`config.mk`:
```
export PLATFORM = sky130hd
export DESIGN_NAME = static_prefix_code_encoder_unit
export DESIGN_NICKNAME = d
export VERILOG_FILES = /design/src/sv/spce_pkg.sv /design/src/sv/static_prefix_code_encoder_unit.sv /design/src/sv/spce_encode.sv /design/src/sv/spce_outq.sv
export SDC_FILE = /design/constraint.sdc
export NUM_CORES = 1
export LEC_CHECK = 0
export BUFFER_PORTS_ARGS = -buffer_cell sky130_fd_sc_hd__buf_2
export CAP_MARGIN = 20
export CORE_ASPECT_RATIO = 0.5
export CORE_MARGIN = 2
export CORE_UTILIZATION = 54
export DETAILED_ROUTE_END_ITERATION = 10
export PLACE_DENSITY = 0.72
export SYNTH_ARGS = -nofsm -noshare
export SYNTH_HDL_FRONTEND = slang
export SYNTH_HIERARCHICAL = 1
export SYNTH_SLANG_ARGS = --single-unit
export TNS_END_PERCENT = 20
```
`constraint.sdc`:
```
create_clock -name clk -period 6.75 [get_ports clk]
set_input_delay 0.675 -clock clk [delete_from_list [all_inputs] [get_ports clk]]
set_output_delay 0.675 -clock clk [all_outputs]
set_load 0.01 [all_outputs]
```
`src/sv/spce_pkg.sv`:
```
// shared types and the variable-length code table for the static prefix code encoder
package spce_pkg;

  typedef struct packed {
    logic [8:0] bits;
    logic [3:0] len;
  } spce_code_t;

  typedef struct packed {
    logic [1:0] n;
    logic [7:0] b0;
    logic [7:0] b1;
  } spce_res_t;

  localparam logic [7:0] CH_SPACE   = 8'h20;
  localparam logic [7:0] CH_PERIOD  = 8'h2E;
  localparam logic [7:0] CH_NEWLINE = 8'h0A;

  localparam logic CMD_ENCODE = 1'b0;
  localparam logic CMD_FLUSH  = 1'b1;

  function automatic spce_code_t spce_lookup(input logic [7:0] ch);
    spce_code_t c;
    case (ch)
      8'h61:      c = '{9'h00E, 4'd4};
      8'h62:      c = '{9'h047, 4'd7};
      8'h63:      c = '{9'h017, 4'd5};
      8'h64:      c = '{9'h087, 4'd8};
      8'h65:      c = '{9'h009, 4'd4};
      8'h66:      c = '{9'h044, 4'd7};
      8'h67:      c = '{9'h046, 4'd7};
      8'h68:      c = '{9'h045, 4'd7};
      8'h69:      c = '{9'h00C, 4'd4};
      8'h6A:      c = '{9'h03E, 4'd6};
      8'h6B:      c = '{9'h003, 4'd5};
      8'h6C:      c = '{9'h041, 4'd7};
      8'h6D:      c = '{9'h040, 4'd7};
      8'h6E:      c = '{9'h005, 4'd4};
      8'h6F:      c = '{9'h00A, 4'd4};
      8'h70:      c = '{9'h002, 4'd5};
      8'h71:      c = '{9'h109, 4'd9};
      8'h72:      c = '{9'h004, 4'd4};
      8'h73:      c = '{9'h01B, 4'd5};
      8'h74:      c = '{9'h01A, 4'd5};
      8'h75:      c = '{9'h03F, 4'd6};
      8'h76:      c = '{9'h108, 4'd9};
      8'h77:      c = '{9'h01E, 4'd5};
      8'h78:      c = '{9'h085, 4'd8};
      8'h79:      c = '{9'h016, 4'd5};
      8'h7A:      c = '{9'h002, 4'd4};
      CH_SPACE:   c = '{9'h007, 4'd4};
      CH_PERIOD:  c = '{9'h006, 4'd4};
      CH_NEWLINE: c = '{9'h003, 4'd4};
      default:    c = '{9'h000, 4'd3};
    endcase
    return c;
  endfunction

endpackage

```
`src/sv/static_prefix_code_encoder_unit.sv`:
```
// static prefix code encoder top level
// output: a byte appears on the output in the cycle after its request is accepted
// throughput: one request per cycle while each makes at most one byte and out_tready is high; a request
// that completes two bytes holds the input until its first byte is taken (two-entry output register)
// reset: synchronous active-low rst_n clears the bit accumulator and the output register level
module static_prefix_code_encoder_unit (
  input  logic       clk,
  input  logic       rst_n,
  input  logic       in_tvalid,
  output logic       in_tready,
  input  logic [7:0] in_tdata,   // symbol
  input  logic       in_tuser,   // command
  output logic       out_tvalid,
  input  logic       out_tready,
  output logic [7:0] out_tdata,  // out_byte
  output logic       out_tlast
);
  import spce_pkg::*;

  spce_res_t  res;
  logic       accept;
  logic [1:0] level;

  assign in_tready = (level == 2'd0) || ((level == 2'd1) && out_tready);
  assign accept    = in_tvalid && in_tready;

  spce_encode u_encode (
    .clk     (clk),
    .rst_n   (rst_n),
    .accept  (accept),
    .command (in_tuser),
    .symbol  (in_tdata),
    .res     (res)
  );

  spce_outq u_outq (
    .clk        (clk),
    .rst_n      (rst_n),
    .push       (accept),
    .res        (res),
    .out_tready (out_tready),
    .out_tvalid (out_tvalid),
    .out_tdata  (out_tdata),
    .out_tlast  (out_tlast),
    .level      (level)
  );

  a_level_range: assert property (@(posedge clk) disable iff (!rst_n)
    level != 2'd3) else $error("output register level out of range");

  a_flush_one: assert property (@(posedge clk) disable iff (!rst_n)
    (accept && in_tuser == CMD_FLUSH) |-> (res.n != 2'd2))
    else $error("flush produced two bytes");

  a_push_shows: assert property (@(posedge clk) disable iff (!rst_n)
    (accept && res.n != 2'd0) |=> out_tvalid)
    else $error("result not presented after request");

  a_two_fill: assert property (@(posedge clk) disable iff (!rst_n)
    (accept && res.n == 2'd2) |=> (level == 2'd2 && !out_tlast))
    else $error("two-byte result not queued in order");

endmodule

```
`src/sv/spce_encode.sv`:
```
// code lookup, bit accumulator and byte extraction for one request
module spce_encode (
  input  logic               clk,
  input  logic               rst_n,
  input  logic               accept,
  input  logic               command,
  input  logic [7:0]         symbol,
  output spce_pkg::spce_res_t res
);
  import spce_pkg::*;

  logic [6:0]  acc_r, acc_nxt;
  logic [2:0]  cnt_r, cnt_nxt;
  spce_code_t  code;
  logic [15:0] acc_sh;
  logic [4:0]  total;
  logic [4:0]  rem;
  logic [7:0]  mask;
  logic [7:0]  flush_b;

  always_comb begin
    code    = spce_lookup(symbol);
    acc_sh  = ({9'd0, acc_r} << code.len) | {7'd0, code.bits};
    total   = {2'b00, cnt_r} + {1'b0, code.len};
    flush_b = 8'({1'b0, acc_r} << (4'd8 - {1'b0, cnt_r}));
    res.b0  = 8'd0;
    res.b1  = 8'd0;
    res.n   = 2'd0;
    rem     = total;
    if (total >= 5'd16) begin
      res.n  = 2'd2;
      res.b0 = acc_sh[15:8];
      res.b1 = acc_sh[7:0];
      rem    = 5'd0;
    end else if (total >= 5'd8) begin
      res.n  = 2'd1;
      rem    = total - 5'd8;
      res.b0 = 8'(acc_sh >> rem);
    end
    mask    = (8'd1 << rem[2:0]) - 8'd1;
    acc_nxt = acc_sh[6:0] & mask[6:0];
    cnt_nxt = rem[2:0];
    if (command == CMD_FLUSH) begin
      res.n   = (cnt_r != 3'd0) ? 2'd1 : 2'd0;
      res.b0  = flush_b;
      res.b1  = 8'd0;
      acc_nxt = 7'd0;
      cnt_nxt = 3'd0;
    end
  end

  always_ff @(posedge clk) begin
    if (!rst_n) begin
      acc_r <= 7'd0;
      cnt_r <= 3'd0;
    end else if (accept) begin
      acc_r <= acc_nxt;
      cnt_r <= cnt_nxt;
    end
  end

endmodule

```
`src/sv/spce_outq.sv`:
```
// two-entry result register feeding the output stream
module spce_outq (
  input  logic                clk,
  input  logic                rst_n,
  input  logic                push,
  input  spce_pkg::spce_res_t res,
  input  logic                out_tready,
  output logic                out_tvalid,
  output logic [7:0]          out_tdata,
  output logic                out_tlast,
  output logic [1:0]          level
);
  import spce_pkg::*;

  logic [8:0] q0_r, q0_nxt;
  logic [8:0] q1_r, q1_nxt;
  logic [1:0] lvl_r, lvl_nxt;
  logic       pop;

  assign pop        = out_tvalid && out_tready;
  assign out_tvalid = (lvl_r != 2'd0);
  assign out_tdata  = q0_r[7:0];
  assign out_tlast  = q0_r[8];
  assign level      = lvl_r;

  // a request is only taken when the register is empty after this cycle's pop
  always_comb begin
    q0_nxt  = q0_r;
    q1_nxt  = q1_r;
    lvl_nxt = lvl_r;
    if (pop) begin
      q0_nxt  = q1_r;
      lvl_nxt = lvl_r - 2'd1;
    end
    if (push) begin
      q0_nxt  = {res.n == 2'd1, res.b0};
      q1_nxt  = {1'b1, res.b1};
      lvl_nxt = res.n;
    end
  end

  always_ff @(posedge clk) begin
    if (!rst_n) begin
      lvl_r <= 2'd0;
    end else begin
      lvl_r <= lvl_nxt;
    end
    q0_r <= q0_nxt;
    q1_r <= q1_nxt;
  end

endmodule
```
==> out/qor.log <==
[cts] clock input transition at the sequential cells of the worst setup and hold paths 0.05 ns
[final_layout] FILL cells 683
[worst_setup_path] Worst Path Arrival 5.75 ns
[global_routing] routing usage on met2 48.3%
[sta] Clock Skew 0.0103 ns
[route] remaining antenna violation count after routing 0
[die] number of rows created at floorplan 22
[synthesis] Synth area leaders sky130_fd_sc_hd__edfxtp_1, sky130_fd_sc_hd__dfxtp_1, sky130_fd_sc_hd__ha_1, sky130_fd_sc_hd__mux2i_1, sky130_fd_sc_hd__nor2_1
[worst_setup_path] startpoint-to-endpoint class of the critical path input port to flip-flop
[worst_setup_path] R2R Path Start u_encode/cnt_r[0]
[synthesis] Seq/Total Area, Yosys 18.3%
[global_routing] via count of the first global-routing pass 3900
[synthesis] post-synth design cell area 0.00410 sq mm
[synthesis] Async SR Flop Fraction 0%
[global_routing] wire length of the first global-routing pass 21300 microns
[final_layout] post-route design area 0.00435 sq mm
[placed_design] Post-Place Setup Slack 1.00 ns
[global_routing] most used routing layer in global routing met2
[sta] setup repair after global routing missed its margin no
[cts] CTS-repair resized insts 0
[sta] transition at the pin with the smallest max-transition slack 1.20 ns
[synthesis] Netlist cell types 92
[worst_setup_path] required time at the worst-slack endpoint 6.90 ns
[die] Core Footprint 0.00735 sq mm
[cts] TritonCTS clock tree built
[global_routing] aggregate global-route resource usage 32.6%
[synthesis] warning count from the yosys run 6
[route] Routed wire per std cell 21.2 microns
[route] overall routed net length 13200 microns
[worst_setup_path] type of destination of the critical path flip-flop
[global_routing] antenna violations before repair 0
[placed_design] Area after DPL 0.00421 sq mm
[synthesis] adder-cell area share of the yosys netlist 5.37%
[synthesis] prevailing post-synth register cell sky130_fd_sc_hd__edfxtp_1
[worst_hold_path] WHS Path Cells 1
[final_layout] area overhead of the layout relative to synthesis 6.14%
[sta] final-layout setup total negative slack 0 ns
[cts] number of sinks handled by clock tree synthesis 29
[synthesis] post-synthesis simple-gate area fraction 22.4%
[sta] total setup violations reported at the end of the flow 0
[final_layout] fin util 59.2%
[synthesis] cell accounting for the most synthesized area sky130_fd_sc_hd__edfxtp_1
[pwr] highest ir drop seen on vdd 100 uV
[worst_hold_path] terminating pin of the worst hold path u_outq/q0_r[2]
[run_status] outcome completed
[sta] crit path setup slack, layout 1.15 ns
[cts] Clock Latency Late Sink 0.28 ns
[global_routing] largest net degree at the start of global routing 38
[worst_setup_path] slowest cell delay on critical path 0.58 ns
[worst_setup_path] Critical Path Start Type input port
[route] DRC marker count from the first detailed-route iteration 636
[synthesis] proportion of synthesized area in mux cells 9.16%
[sta] worst hold margin 0.545 ns
[synthesis] xor/xnor share of the synthesized area 1.07%
[sta] maximum frequency from static timing analysis 178 MHz
[worst_hold_path] startpoint of the most critical hold path u_outq/q1_r[2]
[placed_design] RD Place Congestion 1.05
[synthesis] mean cell area of the mapped netlist 7.79 sq um
[cts] number of buffers between clock root and the deepest sink 2
[worst_setup_path] worst-path fanout max 9
[cts] number of levels the H-tree was split into 2
[route] overall via count from detail_route 4420
[cts] clock tree root driver cell sky130_fd_sc_hd__clkbuf_16
[worst_setup_path] number of cells on the worst reg-to-reg path 11
[pwr] power density normalized to cell area 169 mW/mm^2
[final_layout] share of layout cells above drive strength 1 14.4%
[sta] final critical delay including setup and external delays 5.60 ns
[die] starting density of the core 55.8%
[cts] clock buffers created by TritonCTS 5
[worst_setup_path] CP max-delay cell sky130_fd_sc_hd__xnor2_1
[synthesis] register bit count reported by yosys 29
[cts] hold bufs inserted after CTS 0
[route] DRC viols 0
[worst_setup_path] register-to-register setup slack 3.04 ns
[worst_setup_path] sequence of cells on the critical path buf_2 -> inv_1 -> ha_1 -> nand2_1 -> o41ai_1 -> nor2_1 -> nor2_1 -> inv_1 -> ha_1 -> a21o_1 -> a21oi_1 -> xnor2_1 -> inv_1 -> ha_1 -> nor4_1 -> nand3_1 -> o221ai_1 -> or3_1 -> mux2_4
[route] drt via density 7.09
[pwr] total power after layout 0.735 mW
[synthesis] Synthesized Nets 556
[pwr] leak pwr 1.57 nW
[placed_design] HPWL reported at the end of detailed placement 10100 microns
[synthesis] top-area cell type share of the netlist area 12.5%
[sta] number of pins with negative max-slew slack in the final report 0
[final_layout] diodes inserted 0
[synthesis] cells after synthesis 526
[die] Die Height 65.6 microns
[route] number of iterations in the first detailed-routing pass 6
[global_routing] gr ovfl total 0
[run] Max-Cap Viols 0
[synthesis] post-synthesis compound-gate area fraction 36.7%
[final_layout] Final Non-Filler Cells 623
[synthesis] main combinational cell family by area after synthesis compound AO/OA/AOI/OAI gates
[sta] final hold violation count 0
[sta] max_slew headroom 18.6%
[worst_hold_path] type of the tightest min-delay check flip-flop to flip-flop
[synthesis] number of enable flip-flop cells after synthesis 17
[cts] Setup Buffers After CTS 0
[global_routing] met1 capacity usage during global routing 47.9%
[die] number of top-level pins 24
[placed_design] cell total after placement 615
[final_layout] final layout net count 556
[sta] fraction of the cycle the final worst path needs 83.0%
[die] Die Footprint 0.00834 sq mm
[die] horizontal extent of the die 127 microns
[global_routing] met3 track demand over resource in global routing 8.31%
[worst_setup_path] FF-to-FF End u_outq/q0_r[5]
[placed_design] number of port buffers 23
logic make-up after synthesis:
| kind of cell | count (synthesis) |
|---|---|
| AOI/OAI and AO/OA | 197 |
| xor gates and xnor gates | 5 |
| DFF | 29 |
| muxes | 31 |
| and+or+nand+nor | 181 |
| buffers and inverters | 66 |
| adders and majority gates | 17 |
worst max-delay path by stage:
stage	startpoint	endpoint	slack, ns	cells after the start
final	in_tdata[0]	u_outq/q0_r[5]	1.15	19
after global routing	in_tdata[0]	u_outq/q0_r[1]	0.58	17
after CTS	in_tdata[0]	u_outq/q0_r[5]	1.28	19
after detailed placement	in_tdata[0]	u_outq/q0_r[5]	1.00	19
after global placement	in_tdata[0]	u_outq/q0_r[6]	1.12	18
after floorplan	in_tdata[0]	u_outq/q0_r[6]	1.92	17
state kept, by name, summed over array words and instances (netlist names):
name	flops
u_encode/cnt_r	3
u_outq/q0_r	9
u_outq/level	2
u_outq/q1_r	8
u_encode/acc_r	7
cell usage after synthesis, types with 6 or more instances:
master and n:
sky130_fd_sc_hd__nor3_1 17, sky130_fd_sc_hd__o22ai_1 6, sky130_fd_sc_hd__mux2_4 7, sky130_fd_sc_hd__o21ai_0 25, sky130_fd_sc_hd__a31oi_1 10, sky130_fd_sc_hd__o211ai_1 16
sky130_fd_sc_hd__o21ai_1 8, sky130_fd_sc_hd__a21oi_1 27, sky130_fd_sc_hd__and2_1 8, sky130_fd_sc_hd__a211oi_1 9, sky130_fd_sc_hd__inv_1 26, sky130_fd_sc_hd__o31ai_1 6
sky130_fd_sc_hd__a32oi_1 8, sky130_fd_sc_hd__nor2b_1 6, sky130_fd_sc_hd__a21o_1 6, sky130_fd_sc_hd__nand2b_1 9, sky130_fd_sc_hd__buf_2 7, sky130_fd_sc_hd__nor2_1 45
sky130_fd_sc_hd__mux2i_1 18, sky130_fd_sc_hd__clkbuf_1 21, sky130_fd_sc_hd__dfxtp_1 12, sky130_fd_sc_hd__edfxtp_1 17, sky130_fd_sc_hd__nand3_1 21, sky130_fd_sc_hd__ha_1 16
sky130_fd_sc_hd__nand2_1 41
layout by cell type, fill, tap and decap left out, drive strengths merged, types with 6 or more instances in the layout:
cell | netlist | final
nor2b | 8 | 8
a21oi | 29 | 29
dfxtp | 12 | 12
nand2b | 9 | 9
nand3 | 21 | 21
a21o | 6 | 6
and2 | 9 | 9
nor2 | 45 | 45
a32oi | 8 | 8
ha | 16 | 16
inv | 28 | 28
mux2 | 11 | 11
nor3 | 17 | 17
clkbuf | 21 | 6
a211oi | 10 | 10
buf | 15 | 29
o21ai | 34 | 34
o31ai | 6 | 6
o211ai | 17 | 17
mux2i | 18 | 18
nand2 | 42 | 42
a31oi | 10 | 10
edfxtp | 17 | 17
o22ai | 6 | 6
cell type report:
class | instances | area, sq um | area share, %
Sequential cell | 29 | 751 | 17.3
Clock inverter | 2 | 10.0 | 0.230
Multi-Input combinational cell | 431 | 3070 | 70.5
Inverter | 30 | 113 | 2.59
Timing Repair Buffer | 29 | 160 | 3.68
Clock buffer | 6 | 129 | 2.96
Tap cell | 96 | 120 | 2.76
worst max-delay path: cells and delay by family:
kind / cells / cell delay [ns]
buffers and inverters: 4 / 0.73
muxes: 1 / 0.13
adders and majority gates: 3 / 0.88
and+or+nand+nor: 6 / 1.78
AOI/OAI and AO/OA: 4 / 0.96
xor gates and xnor gates: 1 / 0.58
layer usage:
metal,vias up,part of all wire [%]
met5,-,0
met3,33,13
li1,2043,-
met1,2039,45
met2,305,40
met4,0,1.9
where the power goes:
part / total [mW] / switching, mW / leakage (nW) / internal, mW
clock network: 0.218 / 0.0827 / 0.0706 / 0.135
registers: 0.213 / 0.00928 / 0.270 / 0.203
logic: 0.304 / 0.198 / 1.23 / 0.106
Power figures use the tool's default switching activity.
